===== src/hdl/assert_macros.svh =====
// Assertion helpers; the enclosing module must have i_clk and i_rst_n.
`ifndef ASSERT_MACROS_SVH
`define ASSERT_MACROS_SVH

// Same-cycle implication.
`define PPS_ASSERT_IMP(lbl, ante, cons) \
    lbl: assert property (@(posedge i_clk) disable iff (!i_rst_n) (ante) |-> (cons)) \
        else $error("assertion failed");

// Next-cycle implication.
`define PPS_ASSERT_NXT(lbl, ante, cons) \
    lbl: assert property (@(posedge i_clk) disable iff (!i_rst_n) (ante) |=> (cons)) \
        else $error("assertion failed");

`endif


===== src/hdl/pps_pkg.sv =====
`default_nettype none
package pps_pkg;

    localparam int BUF_LEN_DEF = 256;

    localparam int MODE_W    = 3;
    localparam int ADC_W     = 16;
    localparam int PFX_W     = 15;
    localparam int ADDR_W    = 8;
    localparam int CNT_W     = 8;
    localparam int SPS_W     = 8;
    localparam int CFG_W     = 15;
    localparam int CFG_IDX_W = 2;

    localparam logic [MODE_W-1:0] MODE_SCHED  = 3'd0;
    localparam logic [MODE_W-1:0] MODE_UPDATE = 3'd1;
    localparam logic [MODE_W-1:0] MODE_HALF1  = 3'd2;
    localparam logic [MODE_W-1:0] MODE_HALF2  = 3'd3;
    localparam logic [MODE_W-1:0] MODE_READ   = 3'd4;

    localparam logic [CFG_IDX_W-1:0] CFG_PULSE_COUNT = 2'd0;
    localparam logic [CFG_IDX_W-1:0] CFG_SPS         = 2'd1;
    localparam logic [CFG_IDX_W-1:0] CFG_PERIOD      = 2'd2;
    localparam logic [CFG_IDX_W-1:0] CFG_PERIODIC_ON = 2'd3;

    localparam logic [CNT_W-1:0] PULSE_COUNT_RST = 8'd4;
    localparam logic [SPS_W-1:0] SPS_RST         = 8'd6;
    localparam logic [1:0]       CLR_DELAY_MAX   = 2'd2;

    typedef enum logic {
        DIV_ADC,
        DIV_PFX
    } t_div_src;

    typedef struct packed {
        logic     latch_in;
        logic     div_start;
        t_div_src div_sel;
        logic     sched_commit;
        logic     half1;
        logic     half2;
        logic     upd_periodic;
        logic     period_apply;
        logic     train_erase;
        logic     train_fill;
        logic     train_step;
        logic     clr_step;
        logic     out_load;
    } t_cmd;

    typedef struct packed {
        logic              clr_last;
        logic              div_busy;
        logic              erase_go;
        logic              fill_go;
        logic              train_done;
        logic [MODE_W-1:0] mode;
    } t_stat;

endpackage
`default_nettype wire


===== src/hdl/pps_if.sv =====
`default_nettype none
interface pps_in_if;
    logic                        valid;
    logic                        ready;
    logic [pps_pkg::MODE_W-1:0]  mode;
    logic [pps_pkg::ADC_W-1:0]   adc_index;
    logic [pps_pkg::PFX_W-1:0]   target_prefix;
    logic [pps_pkg::ADDR_W-1:0]  slot_address;

    modport source (output valid, mode, adc_index, target_prefix, slot_address,
                    input ready);
    modport sink   (input valid, mode, adc_index, target_prefix, slot_address,
                    output ready);
endinterface

interface pps_out_if;
    logic                        valid;
    logic                        ready;
    logic                        pin_level;
    logic [pps_pkg::PFX_W-1:0]   current_prefix;
    logic                        ping_pending;

    modport source (output valid, pin_level, current_prefix, ping_pending,
                    input ready);
    modport sink   (input valid, pin_level, current_prefix, ping_pending,
                    output ready);
endinterface
`default_nettype wire


===== src/hdl/ping_pulse_scheduler_top.sv =====
// Ping pulse scheduler: one item in, one result beat out, one item at a time. After reset
// the waveform store is cleared one slot per cycle, so no item is taken until every slot
// is cleared (configuration writes are taken at any time). BUF_LEN must be a power of
// two: slot positions and read addresses wrap by masking. The time to a valid result is
// set by the 16-step serial divider and the single write port of the store: schedule
// runs one divider pass by samples_per_slot, first-half-done one pass for the period
// check, read, second-half-done and unknown modes need neither, and update erases the old
// train, then writes the new one, each only when due, one slot per cycle. The next item can
// be taken in the cycle after its result is loaded. A result waits in an output register
// until taken; while it waits, the following result holds the block and stalls the input.
`default_nettype none
module ping_pulse_scheduler_top #(
    parameter int BUF_LEN = pps_pkg::BUF_LEN_DEF
) (
    input  wire logic                          i_clk,
    input  wire logic                          i_rst_n,
    input  wire logic                          i_cfg_we,
    input  wire logic [pps_pkg::CFG_IDX_W-1:0] i_cfg_idx,
    input  wire logic [pps_pkg::CFG_W-1:0]     i_cfg_data,
    pps_in_if.sink                             i_in,
    pps_out_if.source                          o_out
);
    import pps_pkg::*;

    t_cmd  w_cmd;
    t_stat w_stat;
    logic  w_in_ready;
    logic  w_out_valid;

    pps_ctrl u_ctrl (
        .i_clk       (i_clk),
        .i_rst_n     (i_rst_n),
        .i_in_valid  (i_in.valid),
        .o_in_ready  (w_in_ready),
        .o_out_valid (w_out_valid),
        .i_out_ready (o_out.ready),
        .i_stat      (w_stat),
        .o_cmd       (w_cmd)
    );

    pps_dp #(
        .BUF_LEN (BUF_LEN)
    ) u_dp (
        .i_clk            (i_clk),
        .i_rst_n          (i_rst_n),
        .i_cfg_we         (i_cfg_we),
        .i_cfg_idx        (i_cfg_idx),
        .i_cfg_data       (i_cfg_data),
        .i_mode           (i_in.mode),
        .i_adc_index      (i_in.adc_index),
        .i_target_prefix  (i_in.target_prefix),
        .i_slot_address   (i_in.slot_address),
        .i_cmd            (w_cmd),
        .o_stat           (w_stat),
        .o_pin_level      (o_out.pin_level),
        .o_current_prefix (o_out.current_prefix),
        .o_ping_pending   (o_out.ping_pending)
    );

    assign i_in.ready  = w_in_ready;
    assign o_out.valid = w_out_valid;

endmodule
`default_nettype wire


===== src/hdl/pps_dp.sv =====
`default_nettype none
module pps_dp #(
    parameter int BUF_LEN = pps_pkg::BUF_LEN_DEF
) (
    input  wire logic                          i_clk,
    input  wire logic                          i_rst_n,
    input  wire logic                          i_cfg_we,
    input  wire logic [pps_pkg::CFG_IDX_W-1:0] i_cfg_idx,
    input  wire logic [pps_pkg::CFG_W-1:0]     i_cfg_data,
    input  wire logic [pps_pkg::MODE_W-1:0]    i_mode,
    input  wire logic [pps_pkg::ADC_W-1:0]     i_adc_index,
    input  wire logic [pps_pkg::PFX_W-1:0]     i_target_prefix,
    input  wire logic [pps_pkg::ADDR_W-1:0]    i_slot_address,
    input  wire pps_pkg::t_cmd                 i_cmd,
    output pps_pkg::t_stat                     o_stat,
    output logic                               o_pin_level,
    output logic [pps_pkg::PFX_W-1:0]          o_current_prefix,
    output logic                               o_ping_pending
);
    import pps_pkg::*;

    localparam int IW  = $clog2(BUF_LEN);
    localparam int PW  = IW + 1;
    localparam int DW  = (PFX_W > SPS_W) ? PFX_W : SPS_W;
    localparam int DCW = $clog2(ADC_W + 1);

    logic [CNT_W-1:0]  r_pulse_count;
    logic [SPS_W-1:0]  r_sps;
    logic [PFX_W-1:0]  r_period;
    logic              r_periodic_on;

    logic              r_free_half;
    logic [PFX_W-1:0]  r_prefix;
    logic [1:0]        r_clear_delay;
    logic              r_period_due;
    logic              r_pend_valid;
    logic [ADC_W-1:0]  r_pend_slot;
    logic [IW-1:0]     r_pend_pos;
    logic [PFX_W-1:0]  r_pend_prefix;
    logic              r_erase_valid;
    logic [IW-1:0]     r_erase_pos;
    logic [IW-1:0]     r_clr_ptr;

    logic [MODE_W-1:0] r_mode;
    logic [ADC_W-1:0]  r_adc;
    logic [PFX_W-1:0]  r_pfx;
    logic [ADDR_W-1:0] r_addr;

    logic [DCW-1:0]    r_dv_cnt;
    logic [ADC_W-1:0]  r_dv_quo;
    logic [DW-1:0]     r_dv_rem;
    logic [DW-1:0]     r_dv_den;
    logic [DW:0]       dv_trial;
    logic [DW:0]       dv_diff;
    logic              dv_ge;
    logic [ADC_W-1:0]  dv_num_sel;
    logic [DW-1:0]     dv_den_sel;

    logic [IW-1:0]     r_tr_ptr;
    logic [CNT_W-1:0]  r_tr_k;
    logic              r_tr_lvl;
    logic [PW-1:0]     tr_sum;
    logic [IW-1:0]     tr_next;

    logic              r_wave [BUF_LEN];
    logic              r_rd;
    logic              mem_we;
    logic [IW-1:0]     mem_waddr;
    logic              mem_wdata;

    logic              low_half;
    logic              fits;

    logic              r_out_level;
    logic [PFX_W-1:0]  r_out_prefix;
    logic              r_out_pend;

    // configuration and block state
    always_ff @(posedge i_clk) begin
        if (!i_rst_n) begin
            r_pulse_count <= PULSE_COUNT_RST;
            r_sps         <= SPS_RST;
            r_period      <= '0;
            r_periodic_on <= 1'b0;
            r_free_half   <= 1'b1;
            r_prefix      <= '0;
            r_clear_delay <= CLR_DELAY_MAX;
            r_period_due  <= 1'b0;
            r_pend_valid  <= 1'b0;
            r_pend_slot   <= '0;
            r_pend_pos    <= '0;
            r_pend_prefix <= '0;
            r_erase_valid <= 1'b0;
            r_erase_pos   <= '0;
            r_clr_ptr     <= '0;
        end else begin
            if (i_cfg_we) begin
                unique case (i_cfg_idx)
                    CFG_PULSE_COUNT: r_pulse_count <= i_cfg_data[CNT_W-1:0];
                    CFG_SPS:         r_sps         <= i_cfg_data[SPS_W-1:0];
                    CFG_PERIOD:      r_period      <= i_cfg_data[PFX_W-1:0];
                    CFG_PERIODIC_ON: r_periodic_on <= i_cfg_data[0];
                    default:         ;
                endcase
            end
            if (i_cmd.clr_step) begin
                r_clr_ptr <= r_clr_ptr + 1'b1;
            end
            if (i_cmd.half1) begin
                r_prefix    <= r_prefix + 1'b1;
                r_free_half <= 1'b0;
                if (r_clear_delay < CLR_DELAY_MAX) begin
                    r_clear_delay <= r_clear_delay + 1'b1;
                end
            end
            if (i_cmd.half2) begin
                r_free_half <= 1'b1;
                if (r_clear_delay < CLR_DELAY_MAX) begin
                    r_clear_delay <= r_clear_delay + 1'b1;
                end
            end
            if (i_cmd.period_apply && (r_period != '0) && (r_dv_rem == '0)) begin
                r_period_due <= 1'b1;
            end
            if (i_cmd.sched_commit) begin
                r_pend_slot   <= r_dv_quo;
                r_pend_pos    <= r_dv_quo[IW-1:0];
                r_pend_prefix <= r_pfx;
                r_pend_valid  <= 1'b1;
            end
            if (i_cmd.upd_periodic && r_periodic_on && r_period_due) begin
                r_pend_slot   <= '0;
                r_pend_pos    <= '0;
                r_pend_prefix <= r_prefix;
                r_pend_valid  <= 1'b1;
                r_period_due  <= 1'b0;
            end
            if (i_cmd.train_erase) begin
                r_erase_valid <= 1'b0;
            end
            if (i_cmd.train_fill) begin
                r_erase_pos   <= r_pend_pos;
                r_erase_valid <= 1'b1;
                r_clear_delay <= '0;
                r_pend_valid  <= 1'b0;
            end
        end
    end

    always_ff @(posedge i_clk) begin
        if (i_cmd.latch_in) begin
            r_mode <= i_mode;
            r_adc  <= i_adc_index;
            r_pfx  <= i_target_prefix;
            r_addr <= i_slot_address;
        end
    end

    // restoring divider, one quotient bit per cycle
    always_comb begin
        dv_trial = {r_dv_rem, r_dv_quo[ADC_W-1]};
        dv_diff  = dv_trial - {1'b0, r_dv_den};
        dv_ge    = dv_trial >= {1'b0, r_dv_den};
        case (i_cmd.div_sel)
            DIV_ADC: begin
                dv_num_sel = r_adc;
                dv_den_sel = (r_sps == '0) ? DW'(1) : DW'(r_sps);
            end
            DIV_PFX: begin
                dv_num_sel = ADC_W'(r_prefix);
                dv_den_sel = DW'(r_period);
            end
            default: begin
                dv_num_sel = r_adc;
                dv_den_sel = DW'(1);
            end
        endcase
    end

    always_ff @(posedge i_clk) begin
        if (!i_rst_n) begin
            r_dv_cnt <= '0;
        end else if (i_cmd.div_start) begin
            r_dv_cnt <= DCW'(ADC_W);
        end else if (r_dv_cnt != '0) begin
            r_dv_cnt <= r_dv_cnt - 1'b1;
        end
    end

    always_ff @(posedge i_clk) begin
        if (i_cmd.div_start) begin
            r_dv_quo <= dv_num_sel;
            r_dv_rem <= '0;
            r_dv_den <= dv_den_sel;
        end else if (r_dv_cnt != '0) begin
            r_dv_rem <= dv_ge ? dv_diff[DW-1:0] : dv_trial[DW-1:0];
            r_dv_quo <= {r_dv_quo[ADC_W-2:0], dv_ge};
        end
    end

    // pulse train walker, alternate slots with wrap
    always_comb begin
        tr_sum  = {1'b0, r_tr_ptr} + PW'(2);
        tr_next = (tr_sum >= PW'(BUF_LEN)) ? IW'(tr_sum - PW'(BUF_LEN)) : tr_sum[IW-1:0];
    end

    always_ff @(posedge i_clk) begin
        if (i_cmd.train_erase) begin
            r_tr_ptr <= r_erase_pos;
            r_tr_k   <= '0;
            r_tr_lvl <= 1'b0;
        end else if (i_cmd.train_fill) begin
            r_tr_ptr <= r_pend_pos;
            r_tr_k   <= '0;
            r_tr_lvl <= 1'b1;
        end else if (i_cmd.train_step) begin
            r_tr_ptr <= tr_next;
            r_tr_k   <= r_tr_k + 1'b1;
        end
    end

    // waveform store
    always_comb begin
        mem_we    = i_cmd.clr_step | i_cmd.train_step;
        mem_waddr = i_cmd.clr_step ? r_clr_ptr : r_tr_ptr;
        mem_wdata = i_cmd.clr_step ? 1'b0 : r_tr_lvl;
    end

    always_ff @(posedge i_clk) begin
        if (mem_we) begin
            r_wave[mem_waddr] <= mem_wdata;
        end
    end

    always_ff @(posedge i_clk) begin
        r_rd <= r_wave[IW'(r_addr)];
    end

    always_ff @(posedge i_clk) begin
        if (i_cmd.out_load) begin
            r_out_level  <= (r_mode == MODE_READ) & r_rd;
            r_out_prefix <= r_prefix;
            r_out_pend   <= r_pend_valid;
        end
    end

    always_comb begin
        low_half = r_pend_slot < ADC_W'(BUF_LEN / 2);
        fits     = r_free_half ? !low_half : low_half;
        o_stat.clr_last   = (r_clr_ptr == IW'(BUF_LEN - 1));
        o_stat.div_busy   = (r_dv_cnt != '0);
        o_stat.erase_go   = r_erase_valid && (r_clear_delay == CLR_DELAY_MAX);
        o_stat.fill_go    = r_pend_valid && (r_prefix == r_pend_prefix) && fits;
        o_stat.train_done = (r_tr_k == r_pulse_count);
        o_stat.mode       = r_mode;
    end

    assign o_pin_level      = r_out_level;
    assign o_current_prefix = r_out_prefix;
    assign o_ping_pending   = r_out_pend;

`include "assert_macros.svh"
    `PPS_ASSERT_IMP(a_div_idle_start, i_cmd.div_start, r_dv_cnt == '0)
    `PPS_ASSERT_IMP(a_train_ptr_range, i_cmd.train_step, r_tr_ptr <= IW'(BUF_LEN - 1))
    `PPS_ASSERT_NXT(a_fill_arms_erase, i_cmd.train_fill, r_erase_valid && !r_pend_valid)

endmodule
`default_nettype wire


===== src/hdl/pps_ctrl.sv =====
`default_nettype none
module pps_ctrl (
    input  wire logic           i_clk,
    input  wire logic           i_rst_n,
    input  wire logic           i_in_valid,
    output logic                o_in_ready,
    output logic                o_out_valid,
    input  wire logic           i_out_ready,
    input  wire pps_pkg::t_stat i_stat,
    output pps_pkg::t_cmd       o_cmd
);
    import pps_pkg::*;

    typedef enum logic [10:0] {
        S_CLEAR = 11'b00000000001,
        S_IDLE  = 11'b00000000010,
        S_DISP  = 11'b00000000100,
        S_DVA   = 11'b00000001000,
        S_PER   = 11'b00000010000,
        S_DVP   = 11'b00000100000,
        S_ECHK  = 11'b00001000000,
        S_ERASE = 11'b00010000000,
        S_FCHK  = 11'b00100000000,
        S_FILL  = 11'b01000000000,
        S_DONE  = 11'b10000000000
    } t_state;

    t_state r_state;
    t_state n_state;
    logic   r_out_valid;
    logic   n_out_valid;

    always_comb begin
        n_state = r_state;
        o_cmd   = '0;
        unique case (r_state)
            S_CLEAR: begin
                o_cmd.clr_step = 1'b1;
                if (i_stat.clr_last) begin
                    n_state = S_IDLE;
                end
            end
            S_IDLE: begin
                if (i_in_valid) begin
                    o_cmd.latch_in = 1'b1;
                    n_state        = S_DISP;
                end
            end
            S_DISP: begin
                unique case (i_stat.mode)
                    MODE_SCHED: begin
                        o_cmd.div_start = 1'b1;
                        o_cmd.div_sel   = DIV_ADC;
                        n_state         = S_DVA;
                    end
                    MODE_UPDATE: begin
                        o_cmd.upd_periodic = 1'b1;
                        n_state            = S_ECHK;
                    end
                    MODE_HALF1: begin
                        o_cmd.half1 = 1'b1;
                        n_state     = S_PER;
                    end
                    MODE_HALF2: begin
                        o_cmd.half2 = 1'b1;
                        n_state     = S_DONE;
                    end
                    MODE_READ: begin
                        n_state = S_DONE;
                    end
                    default: n_state = S_DONE;
                endcase
            end
            S_DVA: begin
                if (!i_stat.div_busy) begin
                    o_cmd.sched_commit = 1'b1;
                    n_state            = S_DONE;
                end
            end
            S_PER: begin
                o_cmd.div_start = 1'b1;
                o_cmd.div_sel   = DIV_PFX;
                n_state         = S_DVP;
            end
            S_DVP: begin
                if (!i_stat.div_busy) begin
                    o_cmd.period_apply = 1'b1;
                    n_state            = S_DONE;
                end
            end
            S_ECHK: begin
                if (i_stat.erase_go) begin
                    o_cmd.train_erase = 1'b1;
                    n_state           = S_ERASE;
                end else begin
                    n_state = S_FCHK;
                end
            end
            S_ERASE: begin
                if (i_stat.train_done) begin
                    n_state = S_FCHK;
                end else begin
                    o_cmd.train_step = 1'b1;
                end
            end
            S_FCHK: begin
                if (i_stat.fill_go) begin
                    o_cmd.train_fill = 1'b1;
                    n_state          = S_FILL;
                end else begin
                    n_state = S_DONE;
                end
            end
            S_FILL: begin
                if (i_stat.train_done) begin
                    n_state = S_DONE;
                end else begin
                    o_cmd.train_step = 1'b1;
                end
            end
            S_DONE: begin
                if (!r_out_valid || i_out_ready) begin
                    o_cmd.out_load = 1'b1;
                    n_state        = S_IDLE;
                end
            end
            default: n_state = S_CLEAR;
        endcase
    end

    always_comb begin
        n_out_valid = r_out_valid && !i_out_ready;
        if (o_cmd.out_load) begin
            n_out_valid = 1'b1;
        end
    end

    always_ff @(posedge i_clk) begin
        if (!i_rst_n) begin
            r_state     <= S_CLEAR;
            r_out_valid <= 1'b0;
        end else begin
            r_state     <= n_state;
            r_out_valid <= n_out_valid;
        end
    end

    assign o_in_ready  = (r_state == S_IDLE);
    assign o_out_valid = r_out_valid;

`include "assert_macros.svh"
    `PPS_ASSERT_NXT(a_one_item, i_in_valid && o_in_ready, !o_in_ready)
    `PPS_ASSERT_IMP(a_load_when_free, o_cmd.out_load, !r_out_valid || i_out_ready)
    `PPS_ASSERT_NXT(a_load_shows, o_cmd.out_load, o_out_valid && o_in_ready)

endmodule
`default_nettype wire


===== src/flat_wrapper.sv =====
// flat-port wrapper written by rule: the top's interface ports become plain ports
module ping_pulse_scheduler_top_flat import pps_pkg::*;
#(
    parameter int BUF_LEN = pps_pkg::BUF_LEN_DEF
)
  (i_clk, i_rst_n, i_cfg_we, i_cfg_idx, i_cfg_data, i_in_valid, i_in_mode, i_in_adc_index, i_in_target_prefix, i_in_slot_address, i_in_ready, o_out_valid, o_out_pin_level, o_out_current_prefix, o_out_ping_pending, o_out_ready);
  pps_in_if i_in_i ();
  pps_out_if o_out_i ();
  input  wire logic i_clk;
  input  wire logic i_rst_n;
  input  wire logic i_cfg_we;
  input  wire logic [pps_pkg::CFG_IDX_W-1:0] i_cfg_idx;
  input  wire logic [pps_pkg::CFG_W-1:0] i_cfg_data;
  input wire logic [$bits(i_in_i.valid)-1:0] i_in_valid;
  input wire logic [$bits(i_in_i.mode)-1:0] i_in_mode;
  input wire logic [$bits(i_in_i.adc_index)-1:0] i_in_adc_index;
  input wire logic [$bits(i_in_i.target_prefix)-1:0] i_in_target_prefix;
  input wire logic [$bits(i_in_i.slot_address)-1:0] i_in_slot_address;
  output wire logic [$bits(i_in_i.ready)-1:0] i_in_ready;
  output wire logic [$bits(o_out_i.valid)-1:0] o_out_valid;
  output wire logic [$bits(o_out_i.pin_level)-1:0] o_out_pin_level;
  output wire logic [$bits(o_out_i.current_prefix)-1:0] o_out_current_prefix;
  output wire logic [$bits(o_out_i.ping_pending)-1:0] o_out_ping_pending;
  input wire logic [$bits(o_out_i.ready)-1:0] o_out_ready;
  assign i_in_i.valid = i_in_valid;
  assign i_in_i.mode = i_in_mode;
  assign i_in_i.adc_index = i_in_adc_index;
  assign i_in_i.target_prefix = i_in_target_prefix;
  assign i_in_i.slot_address = i_in_slot_address;
  assign i_in_ready = i_in_i.ready;
  assign o_out_valid = o_out_i.valid;
  assign o_out_pin_level = o_out_i.pin_level;
  assign o_out_current_prefix = o_out_i.current_prefix;
  assign o_out_ping_pending = o_out_i.ping_pending;
  assign o_out_i.ready = o_out_ready;
  ping_pulse_scheduler_top #(.BUF_LEN(BUF_LEN)) u_core (.i_clk(i_clk), .i_rst_n(i_rst_n), .i_cfg_we(i_cfg_we), .i_cfg_idx(i_cfg_idx), .i_cfg_data(i_cfg_data), .i_in(i_in_i), .o_out(o_out_i));
endmodule

===== config.mk =====
export PLATFORM = sky130hd
export DESIGN_NAME = ping_pulse_scheduler_top_flat
export DESIGN_NICKNAME = d
export VERILOG_FILES = /design/src/hdl/pps_pkg.sv /design/src/hdl/pps_if.sv /design/src/hdl/ping_pulse_scheduler_top.sv /design/src/hdl/pps_dp.sv /design/src/hdl/pps_ctrl.sv /design/src/flat_wrapper.sv
export VERILOG_INCLUDE_DIRS = /design/src /design/src/hdl
export SDC_FILE = /design/constraint.sdc
export NUM_CORES = 1
export LEC_CHECK = 0
export ABC_AREA = 1
export BUFFER_PORTS_ARGS = -buffer_cell sky130_fd_sc_hd__buf_2
export CAP_MARGIN = 20
export CELL_PAD_IN_SITES_DETAIL_PLACEMENT = 0
export CELL_PAD_IN_SITES_GLOBAL_PLACEMENT = 1
export CORE_MARGIN = 4
export CORE_UTILIZATION = 38
export CTS_CLUSTER_DIAMETER = 150
export DETAILED_ROUTE_END_ITERATION = 10
export GPL_TIMING_DRIVEN = 0
export PLACE_DENSITY = 0.62
export SETUP_SLACK_MARGIN = 0.4
export SLEW_MARGIN = 20
export SYNTH_ARGS = -nofsm -noshare
export SYNTH_HDL_FRONTEND = slang
export SYNTH_HIERARCHICAL = 1
export SYNTH_SLANG_ARGS = --single-unit

===== constraint.sdc =====
create_clock -name i_clk -period 9 [get_ports i_clk]
set_input_delay 0.9 -clock i_clk [delete_from_list [all_inputs] [get_ports i_clk]]
set_output_delay 0.9 -clock i_clk [all_outputs]
set_load 0.02 [all_outputs]

==> impl_metrics.yaml <==
synth:
  synthCells: 2466
  synthAdderAreaFrac_pct: 1.364
  synth.distinct_cells: 52
  seq_area_frac_synth_pct: 59.69
  synth-edff-count: 354
  synth.avg_cell_area_um2: 9.153
  ys.flop_type: "edfxtp_1"
  synth_top_family_by_area: "simple AND/OR/NAND/NOR gates"
  synth-xor-area-share_pct: 0.9701
  muxShareOfSynthArea_pct: 0
  synth_warnings: 6
  synth_area_um2: 22570
  synthSimpleGateAreaFrac_pct: 26.10
  synth_nets: 2554
  synth_top_cell_by_area: "edfxtp_1"
  synth_compound_area_share_pct: 6.663
  async_flop_share_pct: 0
  yosys_register_bits: 496
  synth_top_area_share_pct: 47.10
  synth_area_leaders: "edfxtp_1 47%, dfxtp_1 13%, nand2_1 8.5%, nor2_1 7.1%, nand3_1 6.7%"
floorplanning:
  fp.dieW_um: 251.7
  ioPinCount: 83
  die_y_um: 251.7
  dieArea_um2: 63360
  initial_core_util_pct: 38.32
  fp-row-count: 89
  core_um2: 58910
finish:
  post-route-util_pct: 44.02
  layout.nets: 2705
  fill_cells: 5875
  mostFrequentLayoutCell: "nand2_1"
  instances_no_fill: 3434
  fin_area_um2: 25930
  mostFrequentLayoutCells: "512 x nand2_1, 423 x nor2_1, 354 x edfxtp_1"
  diodes: 0
  drive_gt1_share_pct: 11.24
  area_growth_syn_to_layout_pct: 14.89
global_route:
  gr-max-usage-layer: "met2"
  grt_first_pass_wirelength_um: 103000
  grt_util_met2_pct: 37.87
  track_usage_pct: 21.38
  met3_usage_pct: 3.020
  grt_pass1_vias: 16842
  antenna_found_initial: 0
  met1_usage_pct: 27.36
  grt_overflow: 0
  grt_max_degree: 44
place:
  numPortBuffers: 82
  dpl_cell_area_um2: 24200
  gp_congestion: 0.8299
  placed_cells: 3331
  dp_hpwl_um: 47970
critical_path:
  arrival_ns: 3.96
  crit_path_start: "u_core/u_ctrl/r_state[9]"
  slowest_delay_ns: 0.79
  path_class: "reg2reg"
  worstSetupEndpointType: "flop"
  critPathTopFamily: "simple AND/OR/NAND/NOR gates"
  cp_cell_sequence: "nor2_2 -> nand2_4 -> nor2_8 -> nand2_2 -> nor2_2 -> nand3_1 -> nand2_1 -> clkbuf_1 -> nor2_1 -> inv_1"
  critPathLaunchType: "flop"
  cp_common_cell: "nor2_2"
  r2r-start: "u_core/u_ctrl/r_state[9]"
  cp_slowest_cell: "inv_1"
  cp_max_fo: 24
  cp_data_required_time_ns: 9.22
  crit_buf_inv: 2
sta:
  hold_viol: 0
  fin_crit_sh_pct: 41.47
  tns_ns: 0
  rsz0062_at_grt: "false"
  setup_viol_count_final: 0
  tightest_slew_ns: 1.134
  finalCriticalPeriod_ns: 3.732
  slew_viol_final: 0
  fmax_ghz: 0.2680
  final.setup_skew_ns: 0.01311
  relSlewSlack_pct: 24.38
cts:
  cts_resized: 0
  cts.sinks: 496
  cts.clk_slew.worst_paths_ns: 0.05
  h-tree-depth: 2
  clkLatencyLatePin_ns: 0.61
  cts.path.max_buffers: 3
  numCtsBuffers: 57
  cts_setup_buffers: 0
  hold_buffers: 0
  cts_root_buf: "clkbuf_16"
  tritoncts: "yes"
route:
  wl_um: 69130
  vias_per_cell: 5.126
  wl_per_cell_um: 20.13
  ant_nets: 0
  drt-initial-drc-count: 1325
  vias: 17602
  drtPass1Iterations: 5
  drc: 0
pwr:
  internal_power_w: 0.003700
  combPwrFrac_pct: 1.8
  p_clk_share_pct: 46.2
  ir_drop_mv: 0.1678
  p_total_w: 0.004685
  p_sw_share_pct: 21.03
  powerDensity_nw_per_um2: 180.7
  power_frac_seq_pct: 52.0
  power.switching_w: 0.0009851
  leakagePower_nw: 9.816
worst_hold_path:
  hp-start: "u_core/u_dp/r_dv_cnt[0]"
  hold_path.class: "reg2reg"
run:
  drv_cap: 0
outcome:
  status: "finished clean"
cells in the mapped netlist (all sizes together), types with 2 or more instances:
cell and instances:
buf 62, o21bai 8, clkinv 2, nand2 543, nor2 448, a211oi 2
nor3 28, o2111ai 2, nand3 306, xor2 14, nand4 14, xnor2 11
a31oi 11, clkbuf 61, o211ai 11, edfxtp 354, nor4 10, dfxtp 142
a21o 4, o21ai 131, ha 23, inv 166, nand3b 3, nor3b 2
a21oi 91, or2 5, o22ai 3
logic make-up after synthesis:
| logic type | after synthesis |
|---|---|
| xor gates and xnor gates | 25 |
| AOI/OAI and AO/OA | 270 |
| DFF | 496 |
| buffers and inverters | 291 |
| and+or+nand+nor | 1360 |
| adders and majority gates | 24 |
routing by layer:
metal	up-vias	wire length, um
li1	8608	-
met1	8487	29340
met2	415	34460
met3	92	3464
met4	0	1865
met5	-	0
layout make-up:
type	instances	area (um^2)	share of cell area, %
Buffer	123	546.8	2.108
Sequential cell	496	13470	51.95
Tap cell	773	967.2	3.730
Clock buffer	79	1582	6.099
Timing Repair Buffer	92	646.9	2.494
Inverter	168	630.6	2.432
Multi-Input combinational cell	1679	7939	30.61
Clock inverter	24	147.6	0.5693
metrics by stage:
stage | setup WS [ns] | hold WS (ns)
after floorplan | 0.6948 | 0.4082
after global placement | -4.363 | 0.4249
after detailed placement | 5.150 | 0.4364
after CTS | 5.137 | 0.4185
after global routing | 4.865 | 0.4299
final | 5.268 | 0.4448
sequential cells by signal (all words and copies together), names as in the netlist, 11 cells and up, named ones only:
signal	cells
u_core/u_dp/r_wave	256
u_core/u_dp/r_adc	16
u_core/u_dp/r_dv_quo	16
u_core/u_dp/r_pend_slot	16
u_core/u_dp/o_current_prefix	15
u_core/u_dp/r_dv_den	15
u_core/u_dp/r_dv_rem	15
u_core/u_dp/r_pend_prefix	15
u_core/u_dp/r_period	15
u_core/u_dp/r_pfx	15
u_core/u_dp/r_prefix	15
u_core/u_ctrl/r_state	11
power by group through the flow:
stage	Clock, W	Sequential [W]	Combinational, W
CTS	0.00223	0.00243	0.0000879
finish	0.00216	0.00244	0.0000865
detailed placement	0	0.00248	0.0000876
global placement	0	0.00248	0.0000860
global route	0.00232	0.00243	0.0000946
floorplan	0	0.00248	0.0000419
path summary, 6_finish.rpt:
check	endpoint	slack (ns)	cells past startpoint
max reg2reg	u_core/u_dp/r_dv_quo[12]	5.27	10
max	u_core/u_dp/r_dv_quo[12]	5.27	10
min reg2reg	u_core/u_dp/r_dv_cnt[0]	0.44	1
min	u_core/u_dp/r_dv_cnt[0]	0.44	1
No activity file was read; power rests on OpenSTA's default activity.
